## src/rgba_box_downsample_2x2_defines.svh

```systemverilog
// ---------------------------------------------------------------------------
// rgba_box_downsample_2x2 assertion macros
// Shared concurrent assertion forms, clocked on i_clk, off during reset.
// ---------------------------------------------------------------------------
`ifndef RGBA_BOX_DOWNSAMPLE_2X2_DEFINES_SVH
`define RGBA_BOX_DOWNSAMPLE_2X2_DEFINES_SVH

// same-cycle implication
`define RBD_ASSERT_NOW(label, cond, check, msg) \
    label: assert property (@(posedge i_clk) disable iff (!i_rst_n) (cond) |-> (check)) \
        else $error(msg);

// next-cycle implication
`define RBD_ASSERT_NEXT(label, cond, check, msg) \
    label: assert property (@(posedge i_clk) disable iff (!i_rst_n) (cond) |=> (check)) \
        else $error(msg);

`endif

```

## src/rbd_pkg.sv

```systemverilog
// ---------------------------------------------------------------------------
// rbd_pkg
// Types, constants and channel arithmetic of the 2x2 box downsampler.
// ---------------------------------------------------------------------------
package rbd_pkg;

    localparam int CFG_W      = 13;
    localparam int CH_W       = 8;
    localparam int PAIR_CH_W  = 9;
    localparam logic [CFG_W-1:0] EDGE_RESET = 13'd256;
    localparam logic [10:0] ROUND_BIAS = 11'd2;

    typedef logic [CH_W-1:0] t_chan;

    typedef struct packed {
        t_chan alpha;
        t_chan blue;
        t_chan green;
        t_chan red;
    } t_pix;

    // horizontal pair sums, 9 bits a channel
    typedef struct packed {
        logic [PAIR_CH_W-1:0] alpha;
        logic [PAIR_CH_W-1:0] blue;
        logic [PAIR_CH_W-1:0] green;
        logic [PAIR_CH_W-1:0] red;
    } t_pair;

    typedef struct packed {
        logic emit;   // item reads the line store and yields a result
        logic last;   // final output pixel of the face
    } t_issue;

    function automatic t_pair pair_of(input t_pix a, input t_pix b);
        t_pair s;
        s.red   = {1'b0, a.red}   + {1'b0, b.red};
        s.green = {1'b0, a.green} + {1'b0, b.green};
        s.blue  = {1'b0, a.blue}  + {1'b0, b.blue};
        s.alpha = {1'b0, a.alpha} + {1'b0, b.alpha};
        return s;
    endfunction

    function automatic t_chan round_quarter(input logic [PAIR_CH_W-1:0] a,
                                            input logic [PAIR_CH_W-1:0] b);
        logic [10:0] t;
        t = 11'({1'b0, a}) + 11'({1'b0, b}) + ROUND_BIAS;
        return t[9:2];
    endfunction

    function automatic t_pix box_round(input t_pair a, input t_pair b);
        t_pix p;
        p.red   = round_quarter(a.red,   b.red);
        p.green = round_quarter(a.green, b.green);
        p.blue  = round_quarter(a.blue,  b.blue);
        p.alpha = round_quarter(a.alpha, b.alpha);
        return p;
    endfunction

endpackage

```

## src/rbd_out_stage.sv

```systemverilog
// ---------------------------------------------------------------------------
// rbd_out_stage
// Vertical add with rounding and the output register.
// ---------------------------------------------------------------------------
module rbd_out_stage (
    input  logic            i_clk,
    input  logic            i_rst_n,
    input  rbd_pkg::t_issue i_iss,
    input  rbd_pkg::t_pair  i_pair,
    input  rbd_pkg::t_pair  i_rdata,
    input  logic            i_out_ready,
    output logic            o_valid,
    output rbd_pkg::t_pix   o_pix,
    output logic            o_done,
    output logic            o_block
);

    logic           r_s1_valid;
    rbd_pkg::t_pair r_s1_pair;
    logic           r_s1_last;
    logic           r_out_valid;
    rbd_pkg::t_pix  r_out_pix;
    logic           r_out_last;
    logic           s1_move;

    // s1 waits for the store data, then moves on once the output slot frees
    assign s1_move = r_s1_valid && (!r_out_valid || i_out_ready);
    assign o_block = r_s1_valid && r_out_valid && !i_out_ready;

    always_ff @(posedge i_clk) begin
        if (!i_rst_n) begin
            r_s1_valid  <= 1'b0;
            r_out_valid <= 1'b0;
        end else begin
            if (i_iss.emit) begin
                r_s1_valid <= 1'b1;
            end else if (s1_move) begin
                r_s1_valid <= 1'b0;
            end
            if (s1_move) begin
                r_out_valid <= 1'b1;
            end else if (i_out_ready) begin
                r_out_valid <= 1'b0;
            end
        end
    end

    always_ff @(posedge i_clk) begin
        if (i_iss.emit) begin
            r_s1_pair <= i_pair;
            r_s1_last <= i_iss.last;
        end
        if (s1_move) begin
            r_out_pix  <= rbd_pkg::box_round(r_s1_pair, i_rdata);
            r_out_last <= r_s1_last;
        end
    end

    assign o_valid = r_out_valid;
    assign o_pix   = r_out_pix;
    assign o_done  = r_out_last;

endmodule

```

## config.mk

```make
export PLATFORM = sky130hd
export DESIGN_NAME = rbd_out_stage
export DESIGN_NICKNAME = d
export VERILOG_FILES = /design/src/rgba_box_downsample_2x2_defines.svh /design/src/rbd_pkg.sv /design/src/rbd_out_stage.sv
export SDC_FILE = /design/constraint.sdc
export NUM_CORES = 1
export LEC_CHECK = 0
export ABC_AREA = 1
export BUFFER_PORTS_ARGS = -buffer_cell sky130_fd_sc_hd__buf_2
export CAP_MARGIN = 10
export CORE_ASPECT_RATIO = 0.8
export CORE_UTILIZATION = 53
export CTS_BUF_LIST = sky130_fd_sc_hd__clkbuf_8 sky130_fd_sc_hd__clkbuf_16
export CTS_CLUSTER_DIAMETER = 30
export CTS_CLUSTER_SIZE = 24
export DETAILED_ROUTE_END_ITERATION = 16
export PLACE_DENSITY_LB_ADDON = 0.3
export SLEW_MARGIN = 20
export SYNTH_ARGS = -nofsm -noshare
export SYNTH_HDL_FRONTEND = slang
export SYNTH_SLANG_ARGS = --single-unit
```

## constraint.sdc

```tcl
create_clock -name i_clk -period 3.2 [get_ports i_clk]
set_clock_uncertainty 0.15 [all_clocks]
set_input_delay 0.48 -clock i_clk [delete_from_list [all_inputs] [get_ports i_clk]]
set_output_delay 0.48 -clock i_clk [all_outputs]
set_load 0.01 [all_outputs]
```

==> run_results.csv, run 1 <==
group,metric,value,unit
setup_path,crit_arrival,2.01,ns
sta,worstMarginPinSlew,0.845,ns
cts,clk_latency,0.34,ns
cts,cts_tree,"done",
cts,cts_buffer_depth,2,
place,routabilityCongestion,0.801,
routing,drc,0,
sta,hold_violations,0,
cts,numCtsBuffers,9,
yosys,synth_cell_types,16,
cts,clkSinkCount,72,
setup_path,cp.required,3.15,ns
global_routing,grtUsageTotal,18.3,%
setup_path,crit_path_end_kind,"flip-flop",
routing,wl_met1,2930,microns
cts,cts_setup_buffers,0,
cts,root_buffer,"clkbuf_8",
global_routing,gr-total-overflow,0,
routing,wirelength,7110,microns
place,io_buffers,111,
sta,slew_headroom,43.7,%
cts,htree_levels,3,
power,p_int,1.79,mW
global_routing,grt_pass1_vias,2777,
power,leakage,2.65,nW
routing,drt-wirelength-per-cell,11.4,microns
power,pwr-share-seq,47.4,%
sta,slew_violations,0,
floorplan,ios,112,
routing,met3WireLength,333,microns
global_routing,antenna_found_initial,0,
layout,final_nets,653,
floorplan,core,0.00746,sq mm
sta,max_freq,486,MHz
yosys,syn_inst,389,
power,ir_drop,0.297,mV
layout,drive_gt1_share,27.3,%
setup_path,path_class,"reg2reg",
layout,syn_to_final_growth,21.7,%
setup_path,path_buf_inv,0,
yosys,yosysSeqAreaShare,51.8,%
setup_path,path_max_fanout,3,
yosys,syn_area_per_cell,10.6,sq um
sta,setup_tns,0,ns
setup_path,start_kind,"flip-flop",
setup_path,critPathMaxStageDelay,0.48,ns
sta,layout_min_cycle_time,2.06,ns
status,status,"finished clean",
routing,dr.pass1.iters,4,
floorplan,core.rowCount,28,
power,power,2.49,mW
sta,timing.final.crit_share,64.3,%
cts,path_clk_slew,0.08,ns
power,pwr-share-comb,26.1,%
routing,top_layer,"met4",
yosys,synth_seq_cells,72,
setup_path,critPathSlowestCell,"fa_1",
routing,viasPerCell,4.77,
setup_path,crit_top_cell,"nand2_1",
sta,rsz0062_at_grt,"false",
power,power.density,496,mW/mm^2
routing,drt_iter0_drc,70,
power,clkPwrFrac,26.5,%
job,drv_cap,0,
yosys,syn_nets,530,
floorplan,fp.dieW,101,microns
worst_hold_path,hold_path_class,"in2reg",
routing,wl_met2,3670,microns
global_routing,grt_max_degree,39,
setup_path,cp_cell_sequence,"ha_1 > fa_1 > nand3_1 > nand2_1 > nand2_1 > nand2_1 > nand2_1 > nand2_1",
place,dp_hpwl,5690,microns
sta,setup_viol,0,
power,sw_frac_of_total,28.2,%
routing,vias,2965,
layout,num_antenna_cells,0,
power,p_sw,0.702,mW
floorplan,die_area,0.00815,sq mm
global_routing,grt_pass1_wl,11400,microns
cts,cts.repair.resized,0,
yosys,netlist_area,0.00413,sq mm
yosys,yosysWarnings,0,
routing,detail-route-antenna-nets,0,
floorplan,fp.dieH,81.0,microns
cts,postCtsHoldBufs,0,
setup_path,critPathTopFamily,"adder cells",
floorplan,start_util,55.4,%
## sequential cells by signal, indices dropped and copies added (netlist names)
register and count:
o_pix 32, o_valid 1, r_s1_last 1, r_s1_pair 36, o_done 1, r_s1_valid 1
## final cells by class
| class | instances | area (sq um) |
|---|---|---|
| clock buffer | 13 | 179 |
| inverter | 67 | 251 |
| tap | 105 | 131 |
| fill | 582 | 2430 |
| multi-input combinational | 250 | 1750 |
| sequential | 72 | 2140 |
| clock inverter | 3 | 11.3 |
| timing repair buffer | 112 | 563 |
## logic make-up after synthesis
group           Yosys count  share of synthesized area, %
compound gates           26                          3.91
xor+xnor                 12                          2.54
fa+ha+maj                64                          20.1
buf+inv                  67                          6.09
flops                    72                          51.8
simple gates            148                          15.5
## layout by cell type (no fill, tap or decap)
| cell | Yosys | routed |
|---|---|---|
| a21o_1 | 8 | 8 |
| a21oi_1 | 15 | 14 |
| a21oi_2 | 3 | 3 |
| a21oi_4 | 0 | 1 |
| buf_2 | 0 | 111 |
| buf_4 | 0 | 1 |
| clkbuf_8 | 0 | 13 |
| clkinv_1 | 1 | 1 |
| dfxtp_1 | 2 | 2 |
| edfxtp_1 | 70 | 70 |
| fa_1 | 4 | 4 |
| ha_1 | 60 | 60 |
| inv_1 | 66 | 69 |
| nand2_1 | 107 | 107 |
| nand2_2 | 6 | 6 |
| nand3_1 | 22 | 22 |
| nand3_2 | 2 | 2 |
| nor2_1 | 7 | 7 |
| nor2_4 | 4 | 4 |
| xor2_1 | 12 | 12 |
## per-stage QoR
step	hold slack, ns	cell area (sq um)	setup slack, ns	std cells	utilization (%)
floorplan	0.250	4130	0.475	389	-
global placement	0.283	4840	0.997	606	64.8
detailed placement	0.276	4840	0.929	606	64.8
CTS	0.142	5030	1.15	622	67.4
global route	0.133	5030	1.05	622	67.4
finish	0.161	5030	1.14	622	67.4
## path summary, 6_finish.rpt
kind	from	to	slack (ns)	cells past startpoint
worst max-delay path	r_s1_pair[11]	o_pix[13]	1.14	8
worst min-delay path	i_pair[24]	r_s1_pair[24]	0.16	1
worst max register to register	r_s1_pair[11]	o_pix[13]	1.14	8
worst min register to register	r_s1_last	o_done	0.29	0
## per-layer routing
| layer | vias up | track usage [%] |
|---|---|---|
| met5 | - | 0 |
| met4 | 0 | 7.83 |
| met3 | 18 | 5.42 |
| met2 | 92 | 33.3 |
| met1 | 1322 | 20.0 |
| li1 | 1533 | - |
## worst register-to-register path, delay by kind of cell, from the launching register on
| kind | cells | cell delay, ns |
|---|---|---|
| adders and majority gates | 2 | 0.82 |
| DFF | 1 | 0.38 |
| and+or+nand+nor | 6 | 0.48 |
## power by group through the flow
stage	sequential [mW]	combinational [mW]	clock, mW
5_1_grt	1.19	0.740	0.711
3_3_place_gp	1.20	0.616	0
2_1_floorplan	1.23	0.423	0
4_1_cts	1.18	0.653	0.678
3_5_place_dp	1.20	0.646	0
6_report	1.18	0.649	0.660
## cells in the mapped netlist, drive strengths merged
master / count / area [sq um]
dfxtp: 2 / 40.0
a21o: 8 / 60.1
inv: 66 / 248
ha: 60 / 751
clkinv: 1 / 3.75
nand3: 24 / 130
a21oi: 18 / 101
nand2: 113 / 439
xor2: 12 / 105
nor2: 11 / 71.3
fa: 4 / 80.1
edfxtp: 70 / 2100
Power figures use the tool's default switching activity.
==> run 2, diff against run 1 <==
--- a/config.mk
+++ b/config.mk
@@ -5,7 +5,7 @@
 export SDC_FILE = /design/constraint.sdc
 export NUM_CORES = 1
 export LEC_CHECK = 0
-export ABC_AREA = 1
+export ABC_AREA = 0
 export BUFFER_PORTS_ARGS = -buffer_cell sky130_fd_sc_hd__buf_2
 export CAP_MARGIN = 10
 export CORE_ASPECT_RATIO = 0.8
==> constraint.sdc (replaced) <==
create_clock -name i_clk -period 1.9 [get_ports i_clk]
set_clock_uncertainty 0.15 [all_clocks]
set_input_delay 0.285 -clock i_clk [delete_from_list [all_inputs] [get_ports i_clk]]
set_output_delay 0.285 -clock i_clk [all_outputs]
set_load 0.01 [all_outputs]
==> run 2 against run 1 <==
  * The flow now finishes with violations (setup timing)
  * Via count up 27%
  * First-iteration DRC count rose to 2.6 times the previous value
  * Sequential cell count stayed put
  * Register-to-register slack worse by 1.8 ns
  * Combinational power rose to 3.3 times the previous value
  * Maximum frequency shrank 19%
  * Utilization grew 23 points
  * Routed wire length up 92%
  * Final cell count up 4.7%
  * Non-clock buffer count rose by 96
  * Die area fell by 1.1%
  * Cell area rose by 34%
  * Critical path type unchanged
  * Largest cell class is now multi-input combinational cells
  * Highest routed layer unchanged
==> run_results.csv, run 2 <==
group,metric,value,unit
sta,worstMarginPinSlew,0.986,ns
yosys,yosysSeqAreaShare,52.5,%
sta,hold_violations,0,
layout,nFillCells,304,
power,p_int,3.79,mW
routing,vias,3768,
global_routing,grt_max_degree,39,
power,power,5.51,mW
layout,design_area,0.00672,sq mm
routing,dr.pass1.iters,9,
sta,hold_ws,0.0416,ns
setup_path,crit_path_end_kind,"flip-flop",
job,drv_cap,0,
cts,path_clk_slew,0.08,ns
floorplan,die_area,0.00806,sq mm
cts,clk_latency,0.36,ns
setup_path,critPathSlowestCell,"edfxtp_1",
layout,final_nets,682,
floorplan,fp.dieH,80.5,microns
layout,syn_to_final_growth,64.5,%
status,violations,"setup timing",
setup_path,critPathMaxStageDelay,0.41,ns
yosys,synth.area.top_cells,"edfxtp_1, ha_1, a21oi_1",
place,io_buffers,111,
yosys,synth_flop_cell,"edfxtp_1",
setup_path,critPathTopFamily,"compound AO/OA/AOI/OAI gates",
floorplan,core,0.00743,sq mm
power,leakage,2.74,nW
place,routabilityCongestion,0.800,
yosys,yosysTopAreaCellShare,51.5,%
setup_path,path_max_fanout,3,
status,status,"complete, but fails checks",
cts,htree_levels,3,
yosys,synth_top_cell_by_area,"edfxtp_1",
yosys,synthTopCellsByCount,"edfxtp_1, ha_1, inv_1, a21oi_1, nor2_1",
routing,drc,0,
worst_hold_path,hold_path_class,"in2reg",
sta,rsz0062_at_grt,"true",
yosys,synth_seq_cells,72,
routing,drt_iter0_drc,179,
setup_path,path_class,"reg2reg",
layout,num_antenna_cells,0,
floorplan,core.rowCount,28,
cts,clkSinkCount,72,
sta,max_freq,395,MHz
layout,largest_register_ffs,36,
power,pwr-share-seq,36.8,%
global_routing,antenna_found_initial,0,
sta,slew_headroom,34.1,%
global_routing,grt_pass1_wl,18800,microns
routing,drt-wirelength-per-cell,21.0,microns
yosys,synthMostInstantiatedCell,"edfxtp_1",
place,place_area,0.00561,sq mm
routing,wirelength,13700,microns
setup_path,crit_top_cell,"ha_4",
global_routing,grtUsageTotal,31.4,%
yosys,netlist_area,0.00408,sq mm
cts,cts_buffer_depth,2,
yosys,yosysWarnings,0,
setup_path,start_kind,"flip-flop",
routing,viasPerCell,5.79,
layout,final_cell_mix,"buf_2, edfxtp_1, buf_4",
power,ir_drop,0.725,mV
layout,drive_gt1_share,53.5,%
yosys,syn_inst,322,
layout,mostFrequentLayoutCell,"buf_2",
power,clkPwrFrac,24.0,%
global_routing,gr-total-overflow,0,
setup_path,cp_cell_sequence,"ha_4 > ha_4 > and4b_4 > o31a_1 > a221o_1 > or4_1",
setup_path,cp.required,1.85,ns
power,pwr-share-comb,39.2,%
yosys,syn_area_per_cell,12.7,sq um
floorplan,start_util,55.0,%
floorplan,ios,112,
layout,largest_register,"r_s1_pair",
sta,worst_slack,-0.634,ns
yosys,synth_cell_types,44,
sta,slew_violations,0,
setup_path,crit_arrival,2.48,ns
power,p_sw,1.72,mW
routing,detail-route-antenna-nets,0,
setup_path,path_buf_inv,0,
yosys,synthArstFlopShare,0,%
cts,root_buffer,"clkbuf_8",
yosys,synth_edf_count,70,
place,placed_cells,588,
cts,cts_tree,"done",
sta,timing.final.crit_share,133,%
yosys,syn_nets,463,
sta,setup_viol,26,
sta,layout_min_cycle_time,2.53,ns
setup_path,reg2reg_slack,-0.63,ns
power,power.density,820,mW/mm^2
global_routing,grt_pass1_vias,3919,
floorplan,fp.dieW,100,microns
cts,numCtsBuffers,9,
place,dp_hpwl,7170,microns
layout,stdcell_count,651,
power,sw_frac_of_total,31.1,%
place,dpl_worst_slack,-0.570,ns
## run 2: changes by cell type in the layout (fill, tap and decap cells not counted), sizes merged, moves of 6 or more
cell         before  now
nor2             11   19
nand3            24    8
nand2           113   15
buf             112  171
nor3              0   10
dlygate4sd3       0   37
nor2b             0    6
inv              69   26
## run 2: worst paths after layout
check / start / to / cells after the start
max: r_s1_pair[20] / o_pix[22] / 6
min reg2reg: r_s1_last / o_done / 0
max reg2reg: r_s1_pair[20] / o_pix[22] / 6
min: i_rst_n / r_s1_valid / 2
## run 2: layout make-up
class	count	area (sq um)	share of cell area, %
Clock buffer	9	124	1.84
Inverter	23	91.3	1.36
Tap cell	105	131	1.96
Multi-Input combinational cell	227	2710	40.3
Timing Repair Buffer	208	1440	21.5
Clock inverter	7	80.1	1.19
Sequential cell	72	2140	31.9
## run 2: kinds of logic after synthesis
family / Yosys count / synth area share [%]
mux: 4 / 0.980
xor+xnor: 15 / 3.22
flops: 72 / 52.5
fa+ha+maj: 64 / 20.3
simple gates: 82 / 10.6
buf+inv: 23 / 2.11
compound gates: 62 / 10.3
## run 2: power groups by stage
stage | Sequential (mW) | Clock, mW | Combinational [mW]
after CTS | 2.02 | 1.30 | 1.89
after global routing | 2.04 | 1.37 | 2.29
after detailed placement | 2.05 | 0 | 1.58
final | 2.03 | 1.32 | 2.16
after floorplan | 2.09 | 0 | 0.947
after global placement | 2.04 | 0 | 1.48
## run 2: timing repair
action / 4_1_cts / 5_1_grt
pin swaps: 33 / 24
endpoints found under the setup margin: 21 / 25
hold buffers: 37 / 0
gates resized for setup: 62 / 26
endpoints found under the hold margin: 37 / 0
buffers inserted: 10 / 4
## run 2: metrics by stage
stage                     setup TNS [ns]  utilization, %
after floorplan                    -1.98               -
after global routing               -8.08            90.5
after global placement             -4.56            75.5
after CTS                          -4.89            88.7
final                              -6.49            90.5
after detailed placement           -5.75            75.5
## run 2: layer usage
metal / up-vias / wire length [microns] / GRT usage (%)
met5: - / 0 / 0
met2: 252 / 7180 / 59.0
met3: 71 / 1150 / 8.70
met4: 0 / 694 / 14.3
met1: 1761 / 4640 / 32.6
li1: 1684 / - / -
